**src/dteq_pkg.sv**
```systemverilog
// Package for the delta-time event queue: entry and command types shared by
// the cell and the top level, and operation and error codes for the top level.
`timescale 1ns / 1ps
`default_nettype none

package dteq_pkg;

  localparam int TIME_W  = 16;
  localparam int TAG_W   = 8;
  localparam int COUNT_W = 5;

  localparam logic [1:0] FUNC_INSERT  = 2'd0;
  localparam logic [1:0] FUNC_ADVANCE = 2'd1;
  localparam logic [1:0] FUNC_POP     = 2'd2;

  localparam logic [1:0] ERR_OK    = 2'd0;
  localparam logic [1:0] ERR_FULL  = 2'd1;
  localparam logic [1:0] ERR_EMPTY = 2'd2;

  typedef struct packed {
    logic [TIME_W-1:0] time_val;
    logic [TAG_W-1:0]  tag;
  } entry_t;

  // Command broadcast to every cell of the chain.
  typedef struct packed {
    logic              upd;
    logic              ins;
    logic              adv;
    logic              pop;
    logic [TIME_W-1:0] ins_time;
    logic [TAG_W-1:0]  ins_tag;
    logic [TIME_W-1:0] amount;
  } cmd_t;

endpackage

`default_nettype wire

```
**src/dteq_cell.sv**
```systemverilog
// One storage cell of the sorted event chain: holds a single (time, tag)
// entry and trades it with its neighbors. Depends on dteq_pkg.
`timescale 1ns / 1ps
`default_nettype none

module dteq_cell
  import dteq_pkg::*;
(
  input  wire logic   clk,
  input  wire cmd_t   cmd,
  input  wire logic   occ,
  input  wire logic   smaller_left,
  input  wire entry_t entry_left,
  input  wire entry_t entry_right,
  output logic        smaller,
  output entry_t      entry,
  output entry_t      entry_next
);

  assign smaller = occ && (entry.time_val < cmd.ins_time);

  always_comb begin
    entry_next = entry;
    if (cmd.ins) begin
      // Cells holding a smaller time keep it; the first cell that does not
      // takes the new entry, and every cell behind it shifts one place back.
      if (!smaller) begin
        if (smaller_left) begin
          entry_next.time_val = cmd.ins_time;
          entry_next.tag      = cmd.ins_tag;
        end else begin
          entry_next = entry_left;
        end
      end
    end else if (cmd.adv) begin
      entry_next.time_val = (entry.time_val > cmd.amount) ?
                            (entry.time_val - cmd.amount) : '0;
    end else if (cmd.pop) begin
      entry_next = entry_right;
    end
  end

  always_ff @(posedge clk) begin
    if (cmd.upd) begin
      entry <= entry_next;
    end
  end

endmodule

`default_nettype wire

```
**src/delta_time_event_queue.sv**
```systemverilog
// Delta-time event queue: a chain of cells that keeps (time, tag) entries
// in ascending time order. Depends on dteq_pkg and dteq_cell.
//
// Usage: each transfer on the slave stream carries one operation in s_tuser
// (insert, advance, pop) with its operands in s_tdata. Insert places the new
// entry behind every stored entry with a strictly smaller time. Advance
// subtracts an amount from every stored time, clamped at zero. Pop removes
// the head. Every operation yields exactly one result transfer on the master
// stream with the popped entry, the new head, the entry count and an error
// code (insert when full and pop when empty change nothing).
// The result is registered and appears in the cycle after the input transfer.
// Throughput is one operation per cycle unless the receiver stalls: all cells
// compare, shift or subtract in the same cycle, and the result sits in one
// output register. While the receiver stalls a held result, s_tready drops;
// it returns in the cycle the result is taken. Synchronous reset empties the
// queue and clears the output valid; entry contents are left as they are and
// never read until written.
`timescale 1ns / 1ps
`default_nettype none

module delta_time_event_queue
  import dteq_pkg::*;
#(
  parameter int QUEUE_DEPTH = 16
) (
  input  wire logic        clk,
  input  wire logic        rst,
  input  wire logic        s_tvalid,
  output logic             s_tready,
  // s_tdata fields from bit 0: event_time[15:0], event_tag[23:16],
  // advance_amount[39:24]
  input  wire logic [39:0] s_tdata,
  // s_tuser fields from bit 0: func[1:0]
  input  wire logic [1:0]  s_tuser,
  output logic             m_tvalid,
  input  wire logic        m_tready,
  // m_tdata fields from bit 0: popped_time[15:0], popped_tag[23:16],
  // head_time[39:24], head_tag[47:40], head_valid[48], entry_count[53:49],
  // error_code[55:54]
  output logic [55:0]      m_tdata
);

  localparam int CNT_W = $clog2(QUEUE_DEPTH + 1);

  logic [CNT_W-1:0] count;
  logic [CNT_W-1:0] count_next;
  logic             accept;
  logic             full;
  logic             empty;
  logic [1:0]       err;
  cmd_t             cmd;

  logic   [QUEUE_DEPTH-1:0] occ;
  logic   [QUEUE_DEPTH:0]   smaller_chain;
  entry_t                   cell_entry [QUEUE_DEPTH];
  entry_t                   cell_next  [QUEUE_DEPTH];

  assign s_tready = !m_tvalid || m_tready;
  assign accept   = s_tvalid && s_tready;
  assign full     = (count == CNT_W'(QUEUE_DEPTH));
  assign empty    = (count == '0);

  always_comb begin
    cmd          = '0;
    cmd.ins_time = s_tdata[15:0];
    cmd.ins_tag  = s_tdata[23:16];
    cmd.amount   = s_tdata[39:24];
    err          = ERR_OK;
    count_next   = count;
    case (s_tuser)
      FUNC_INSERT: begin
        if (full) begin
          err = ERR_FULL;
        end else begin
          cmd.ins    = 1'b1;
          count_next = count + CNT_W'(1);
        end
      end
      FUNC_ADVANCE: begin
        cmd.adv = 1'b1;
      end
      FUNC_POP: begin
        if (empty) begin
          err = ERR_EMPTY;
        end else begin
          cmd.pop    = 1'b1;
          count_next = count - CNT_W'(1);
        end
      end
      default: begin
      end
    endcase
    cmd.upd = accept && (cmd.ins || cmd.adv || cmd.pop);
  end

  // The head cell sees every entry ahead of it as smaller, so an insert with
  // no smaller stored time lands at the head.
  assign smaller_chain[0] = 1'b1;

  for (genvar i = 0; i < QUEUE_DEPTH; i++) begin : g_cell
    entry_t left_in;
    entry_t right_in;

    assign occ[i] = (CNT_W'(i) < count);

    if (i == 0) begin : g_head
      assign left_in = '0;
    end else begin : g_mid
      assign left_in = cell_entry[i-1];
    end

    if (i == QUEUE_DEPTH - 1) begin : g_tail
      assign right_in = '0;
    end else begin : g_body
      assign right_in = cell_entry[i+1];
    end

    dteq_cell u_cell (
      .clk          (clk),
      .cmd          (cmd),
      .occ          (occ[i]),
      .smaller_left (smaller_chain[i]),
      .entry_left   (left_in),
      .entry_right  (right_in),
      .smaller      (smaller_chain[i+1]),
      .entry        (cell_entry[i]),
      .entry_next   (cell_next[i])
    );
  end

  logic [CNT_W+COUNT_W-1:0] count_ext;
  assign count_ext = {{COUNT_W{1'b0}}, count_next};

  always_ff @(posedge clk) begin
    if (rst) begin
      count    <= '0;
      m_tvalid <= 1'b0;
    end else begin
      if (accept) begin
        count    <= count_next;
        m_tvalid <= 1'b1;
      end else if (m_tready) begin
        m_tvalid <= 1'b0;
      end
    end
  end

  always_ff @(posedge clk) begin
    if (accept) begin
      m_tdata[15:0]  <= cmd.pop ? cell_entry[0].time_val : '0;
      m_tdata[23:16] <= cmd.pop ? cell_entry[0].tag : '0;
      m_tdata[39:24] <= (count_next != '0) ? cell_next[0].time_val : '0;
      m_tdata[47:40] <= (count_next != '0) ? cell_next[0].tag : '0;
      m_tdata[48]    <= (count_next != '0);
      m_tdata[53:49] <= count_ext[COUNT_W-1:0];
      m_tdata[55:54] <= err;
    end
  end

  logic [CNT_W+COUNT_W-1:0] count_now_ext;
  assign count_now_ext = {{COUNT_W{1'b0}}, count};

  a_count_bound: assert property (@(posedge clk) disable iff (rst)
    count <= CNT_W'(QUEUE_DEPTH))
    else $error("entry count exceeds queue depth");

  a_full_flag: assert property (@(posedge clk) disable iff (rst)
    (accept && s_tuser == FUNC_INSERT && full) |=>
      (m_tvalid && m_tdata[55:54] == ERR_FULL && full))
    else $error("insert on a full queue not flagged or changed the count");

  a_empty_flag: assert property (@(posedge clk) disable iff (rst)
    (accept && s_tuser == FUNC_POP && empty) |=>
      (m_tvalid && m_tdata[55:54] == ERR_EMPTY && !m_tdata[48] && empty))
    else $error("pop on an empty queue not flagged");

  a_count_matches: assert property (@(posedge clk) disable iff (rst)
    m_tvalid |-> (m_tdata[53:49] == count_now_ext[COUNT_W-1:0]))
    else $error("reported count differs from stored count");

  a_head_valid: assert property (@(posedge clk) disable iff (rst)
    m_tvalid |-> (m_tdata[48] == !empty))
    else $error("head valid flag differs from queue occupancy");

endmodule

`default_nettype wire
```
**config.mk**
```make
export PLATFORM = sky130hd
export DESIGN_NAME = delta_time_event_queue
export DESIGN_NICKNAME = d
export VERILOG_FILES = /design/src/dteq_pkg.sv /design/src/dteq_cell.sv /design/src/delta_time_event_queue.sv
export SDC_FILE = /design/constraint.sdc
export NUM_CORES = 2
export LEC_CHECK = 0
export BUFFER_PORTS_ARGS = -buffer_cell sky130_fd_sc_hd__buf_2
export CAP_MARGIN = 20
export CORE_UTILIZATION = 40
export CTS_BUF_LIST = sky130_fd_sc_hd__clkbuf_16
export DETAILED_ROUTE_END_ITERATION = 6
export PLACE_DENSITY = 0.52
export SKIP_CTS_REPAIR_TIMING = 1
export SLEW_MARGIN = 25
export SYNTH_ARGS = -nofsm -noshare
export SYNTH_HDL_FRONTEND = slang
export SYNTH_HIERARCHICAL = 1
export SYNTH_SLANG_ARGS = --single-unit
```
**constraint.sdc**
```tcl
create_clock -name clk -period 26 [get_ports clk]
set_input_delay 3.9 -clock clk [delete_from_list [all_inputs] [get_ports clk]]
set_output_delay 3.9 -clock clk [all_outputs]
set_load 0.01 [all_outputs]
```
---- Yosys cells after proc, flatten, opt, wreduce, memory -nomap -nowiden ----
Index checks and enable logic that the tools add are counted.
word-level totals
  bits in registers ....................... 446
  input port bits ......................... 46
  output and inout port bits .............. 58
  word-level logic and storage cells ...... 304
operators by class
  $add $sub $neg .......................... 18
  $lt $le $gt $ge ......................... 48
  equal/unequal tests ..................... 19
  muxes and demuxes ....................... 124
  reduce and logical (&&, ||, !) cells .... 58
operators by type and width
  cell                                                       count
  2-to-1 mux 24 bit                                          63
  2-to-1 mux 16 bit                                          32
  > comparator 16 bit                                        16
  less-than comparator 16 bit                                16
  subtractor 16 bit                                          16
  2-to-1 mux 8 bit                                           16
  AND reduction 4 bit                                        15
  AND reduction 3 bit                                        15
  less-than comparator 4 x 5 -> 1 bit, first input constant  8
  inequality test 2 bit, second input constant               15
  less-than comparator 3 x 5 -> 1 bit, first input constant  4
  logical AND 1 bit                                          18
  less-than comparator 1 x 5 -> 1 bit, first input constant  2
  less-than comparator 2 x 5 -> 1 bit, first input constant  2
  2-to-1 mux 5 bit                                           2
  case mux 5 bit (2 select lines)                            1
  2-to-1 mux 1 bit                                           8
  adder 5 x 1 -> 5 bit, second input constant                1
  == test 5 bit, second input constant                       1
  zero test 5 bit                                            1
  nonzero test 5 bit                                         1
  subtractor 5 x 1 -> 5 bit, second input constant           1
  case mux 2 bit (2 select lines)                            1
  nonzero test 2 bit                                         2
  8 further kinds                                            10

---- Depth between registers and ports, before layout ----
  depth after elaboration ................. 7
  depth in mapped cells ................... 17
  gate-level depth less buffers ........... 12

---- Cells and area by module ----
Netlist, hierarchy kept.
by module, submodules not included
  module                              instances  cells each  area an instance (µm²)  seq. area each (µm²)
  dteq_cell at g_cell[10].u_cell ...  6          386         3,296.9                 720.7
  dteq_cell at g_cell[3].u_cell ...   4          382         3,129.3                 720.7
  dteq_cell at g_cell[7].u_cell ...   3          378         3,133.0                 720.7
  dteq_cell at g_cell[11].u_cell ...  2          387         3,298.2                 720.7
  dteq_cell at g_cell[0].u_cell       1          364         3,286.9                 720.7
  delta_time_event_queue              1          221         2,787.7                 1,801.7

---- Worst setup path after synthesis ----
Ideal clock, no wire load.
  path kind ............................... input -> register
  from .................................... input port s_tuser[1]
  to ...................................... register g_cell[0].u_cell/entry[0] in the netlist's numbering, enable pin
  arrival time ............................ 22.786 ns
  data required time ...................... 24.742 ns
  slack ................................... 1.956 ns
  stages .................................. 4
  buffers on the path ..................... 1
  cell sequence ........................... buf_2 xor2_1 a21o_1 a21oi_1
RTL lines
  element               RTL line                      source
  from (decl)           delta_time_event_queue.sv:34  input wire logic [1:0] s_tuser,
  to (signal assigned)  dteq_cell.sv:45               entry <= entry_next;
  to (decl)             dteq_cell.sv:16               output entry_t entry,

---- Final worst setup path ----
  from .................................... input port m_tready
  to ...................................... output port s_tready
between the ends
  cells in the longest elaborated chain, start to end .. 1
ends and longest elaborated chain
  element           RTL line                      source
  from (decl)       delta_time_event_queue.sv:36  input wire logic m_tready,
  logical OR 1 bit  delta_time_event_queue.sv:58  assign s_tready = !m_tvalid || m_tready;
  to (decl)         delta_time_event_queue.sv:29  output logic s_tready,
No other way between the ends.

==> impl_summary.md <==
Critical path
The largest stage delay on the critical path is 0.16 ns. The top fanout value on the critical path is 3. The worst setup path is captured at an output pin. The data arrival time of the critical path is 4.30 ns. STA classifies the critical path startpoint as a primary input.

The cell with the largest stage delay on the worst path is sky130_fd_sc_hd__nand2b_1. The cell repeated most along the worst path is sky130_fd_sc_hd__buf_2. The category of the critical setup timing path is in2out.

The required time of the worst setup path is 22.10 ns. Walking the worst path, the cells encountered are buf_2, nand2b_1, buf_2.

Clock tree
The clock insertion delay at the later pin of the skew report is 0.71 ns. TritonCTS built the clock tree. The H-tree generated during clock tree synthesis spans 2 levels.

In this run the clock root is driven by a sky130_fd_sc_hd__clkbuf_16. The clock passes through at most 3 buffers. The clock transition at the registers of the reported paths is 0.06 ns. Counting every sink on the clock net gives 446. The number of buffers created by CTS is 60.

Placed design
At the end of routability-driven placement, the weighted congestion stood at 0.912. The final HPWL from detailed placement is 133,000 um. The placed cell area is 0.0562 mm^2. The number of placed instances, taps included is 7,997. The count of input and output buffers is 103.

Power and ir drop
The peak supply drop is 0.0000561 V. The power consumption is 2.94 mW. In this run the static leakage power is 24.8 nW. The power density over the cells is 50.3 mW/mm^2.

Timing
The hold violation total from the final report is 0. The tightest slew margin relative to the limit is 26.4%. The post-layout minimum cycle time is 8.20 ns. Setup repair after global routing left no endpoint under its margin. At the pin with the least slew margin, the transition time is 1.10 ns.

The count of final max-slew check failures was 0. The final critical path takes up 31.5% of the cycle. Timing would allow up to 0.122 GHz. The final worst clock skew is 0.0522 ns. After routing, the total negative slack on setup checks comes to 0 ns. Setup violations remaining at the end of the flow were counted as 0.

Status
The checks that failed: DRC. The flow ran to the end, but the final reports show violations.

Floorplan
The initial standard-cell utilization of the core is 40.5%. The floorplan step defined a core boundary enclosing 0.134 mm^2. The die extent in x is 371 um. Pin placement for this block handled 104 I/O pins. The number of rows created at floorplan is 134.

The height of the die is 371 um. The die area is 0.137 mm^2.

Detailed routing
The routed length per placed instance is 24.0 um. The total wire length is 195,000 um. The remaining routing DRC violations is 1. In the routed layout, each cell is associated on average with a via count of 6.01.

The overall via count from detail_route is 48,738. The detail route stage leaves a number of antenna-violating nets equal to 0. The count of routing violations after the opening detailed-route iteration is 4,414. The iteration count of the initial detailed-routing pass is 7.

Global route
Global routing consumed, over all layers together, 27.6% of the routing resources. Entering global routing, the biggest net connects 159 pins. The number of antenna violations at the first check in global routing was 10.

The overflow left after global routing is 0. The number of global-route vias before repair is 46,386. The first global-routing pass estimated 294,000 um of wire.

Synthesis
The cell count after synthesis came out at 6,336. In this run the mean area of a mapped cell was 8.58 um^2. The netlist area before placement is 0.0544 mm^2.

The number of synthesis warnings is 6.

Finish
The number of standard cells in the layout, taps in and fillers out is 8,116. Summing all non-filler instances in the final layout gives an area of 0.0584 mm^2. The library cells used most frequently in the layout, excluding fill and tap cells, are 667 x sky130_fd_sc_hd__mux2i_1, 616 x sky130_fd_sc_hd__inv_1, 552 x sky130_fd_sc_hd__a21oi_1. In the final layout, the share of cells above drive strength 1 is 11.0%. The library cell used most frequently in the layout, excluding fill and tap cells, is sky130_fd_sc_hd__mux2i_1.

The final core utilization is 43.6%. The net count of the finished layout is 6,854. The growth of design area from synthesis to finish is 7.46%. The layout has 13,530 filler cells.

Worst hold path
The tightest min-delay check is of the reg2reg type.

Run
The number of maximum-capacitance constraint violations is 0.
## sequential cells by signal, indices dropped and copies added, names as in the netlist
| signal | count |
|---|---|
| g_cell.u_cell/entry | 384 |
| m_tdata | 56 |
| count | 5 |
| m_tvalid | 1 |
## critical path, delay by kind of cell
kind | cells | cell delay, ns
buffers and inverters | 2 | 0.24
AND/OR/NAND/NOR | 1 | 0.16
## area by class of cell
class                   instances  area [um^2]  area share (%)
multi-input cells            4985        37200            63.6
flip-flops and latches        446        13300            22.8
inverters                     620         2350            4.02
well taps                    1768         2210            3.79
clock buffers                  60         1500            2.57
repair buffers                179         1160            1.99
clock inverters                54          678            1.16
diodes                          4         10.0          0.0171
## routing by layer
| layer | global-route usage, % | vias to the layer above | part of all wire (%) |
|---|---|---|---|
| met2 | 44.3 | 1454 | 45 |
| li1 | - | 23358 | - |
| met4 | 9.48 | 2 | 3.7 |
| met5 | 0 | - | 0.012 |
| met1 | 38.6 | 23650 | 46 |
| met3 | 2.68 | 274 | 5.7 |
## worst paths after layout
kind              startpoint                          to  slack [ns]  cells past startpoint
setup / recovery    m_tready                    s_tready       17.80                      3
hold / removal      m_tvalid                    m_tvalid        0.52                      2
setup reg to reg    count[0]  g_cell[13].u_cell/entry[3]       20.82                     11
hold reg to reg     m_tvalid                    m_tvalid        0.52                      2
## metrics by stage
| stage | setup slack, ns | hold slack [ns] |
|---|---|---|
| after floorplan | 1.96 | 0.560 |
| after global placement | 17.72 | 0.511 |
| after detailed placement | 17.67 | 0.522 |
| after CTS | 17.80 | 0.530 |
| after global routing | 17.76 | 0.586 |
| final | 17.80 | 0.525 |
## power breakdown
part | switching (mW) | internal, mW
clock | 0.383 | 0.561
combinational | 0.622 | 0.400
sequential | 0.0924 | 0.877
Note: power is estimated with default switching activity, not from simulation.
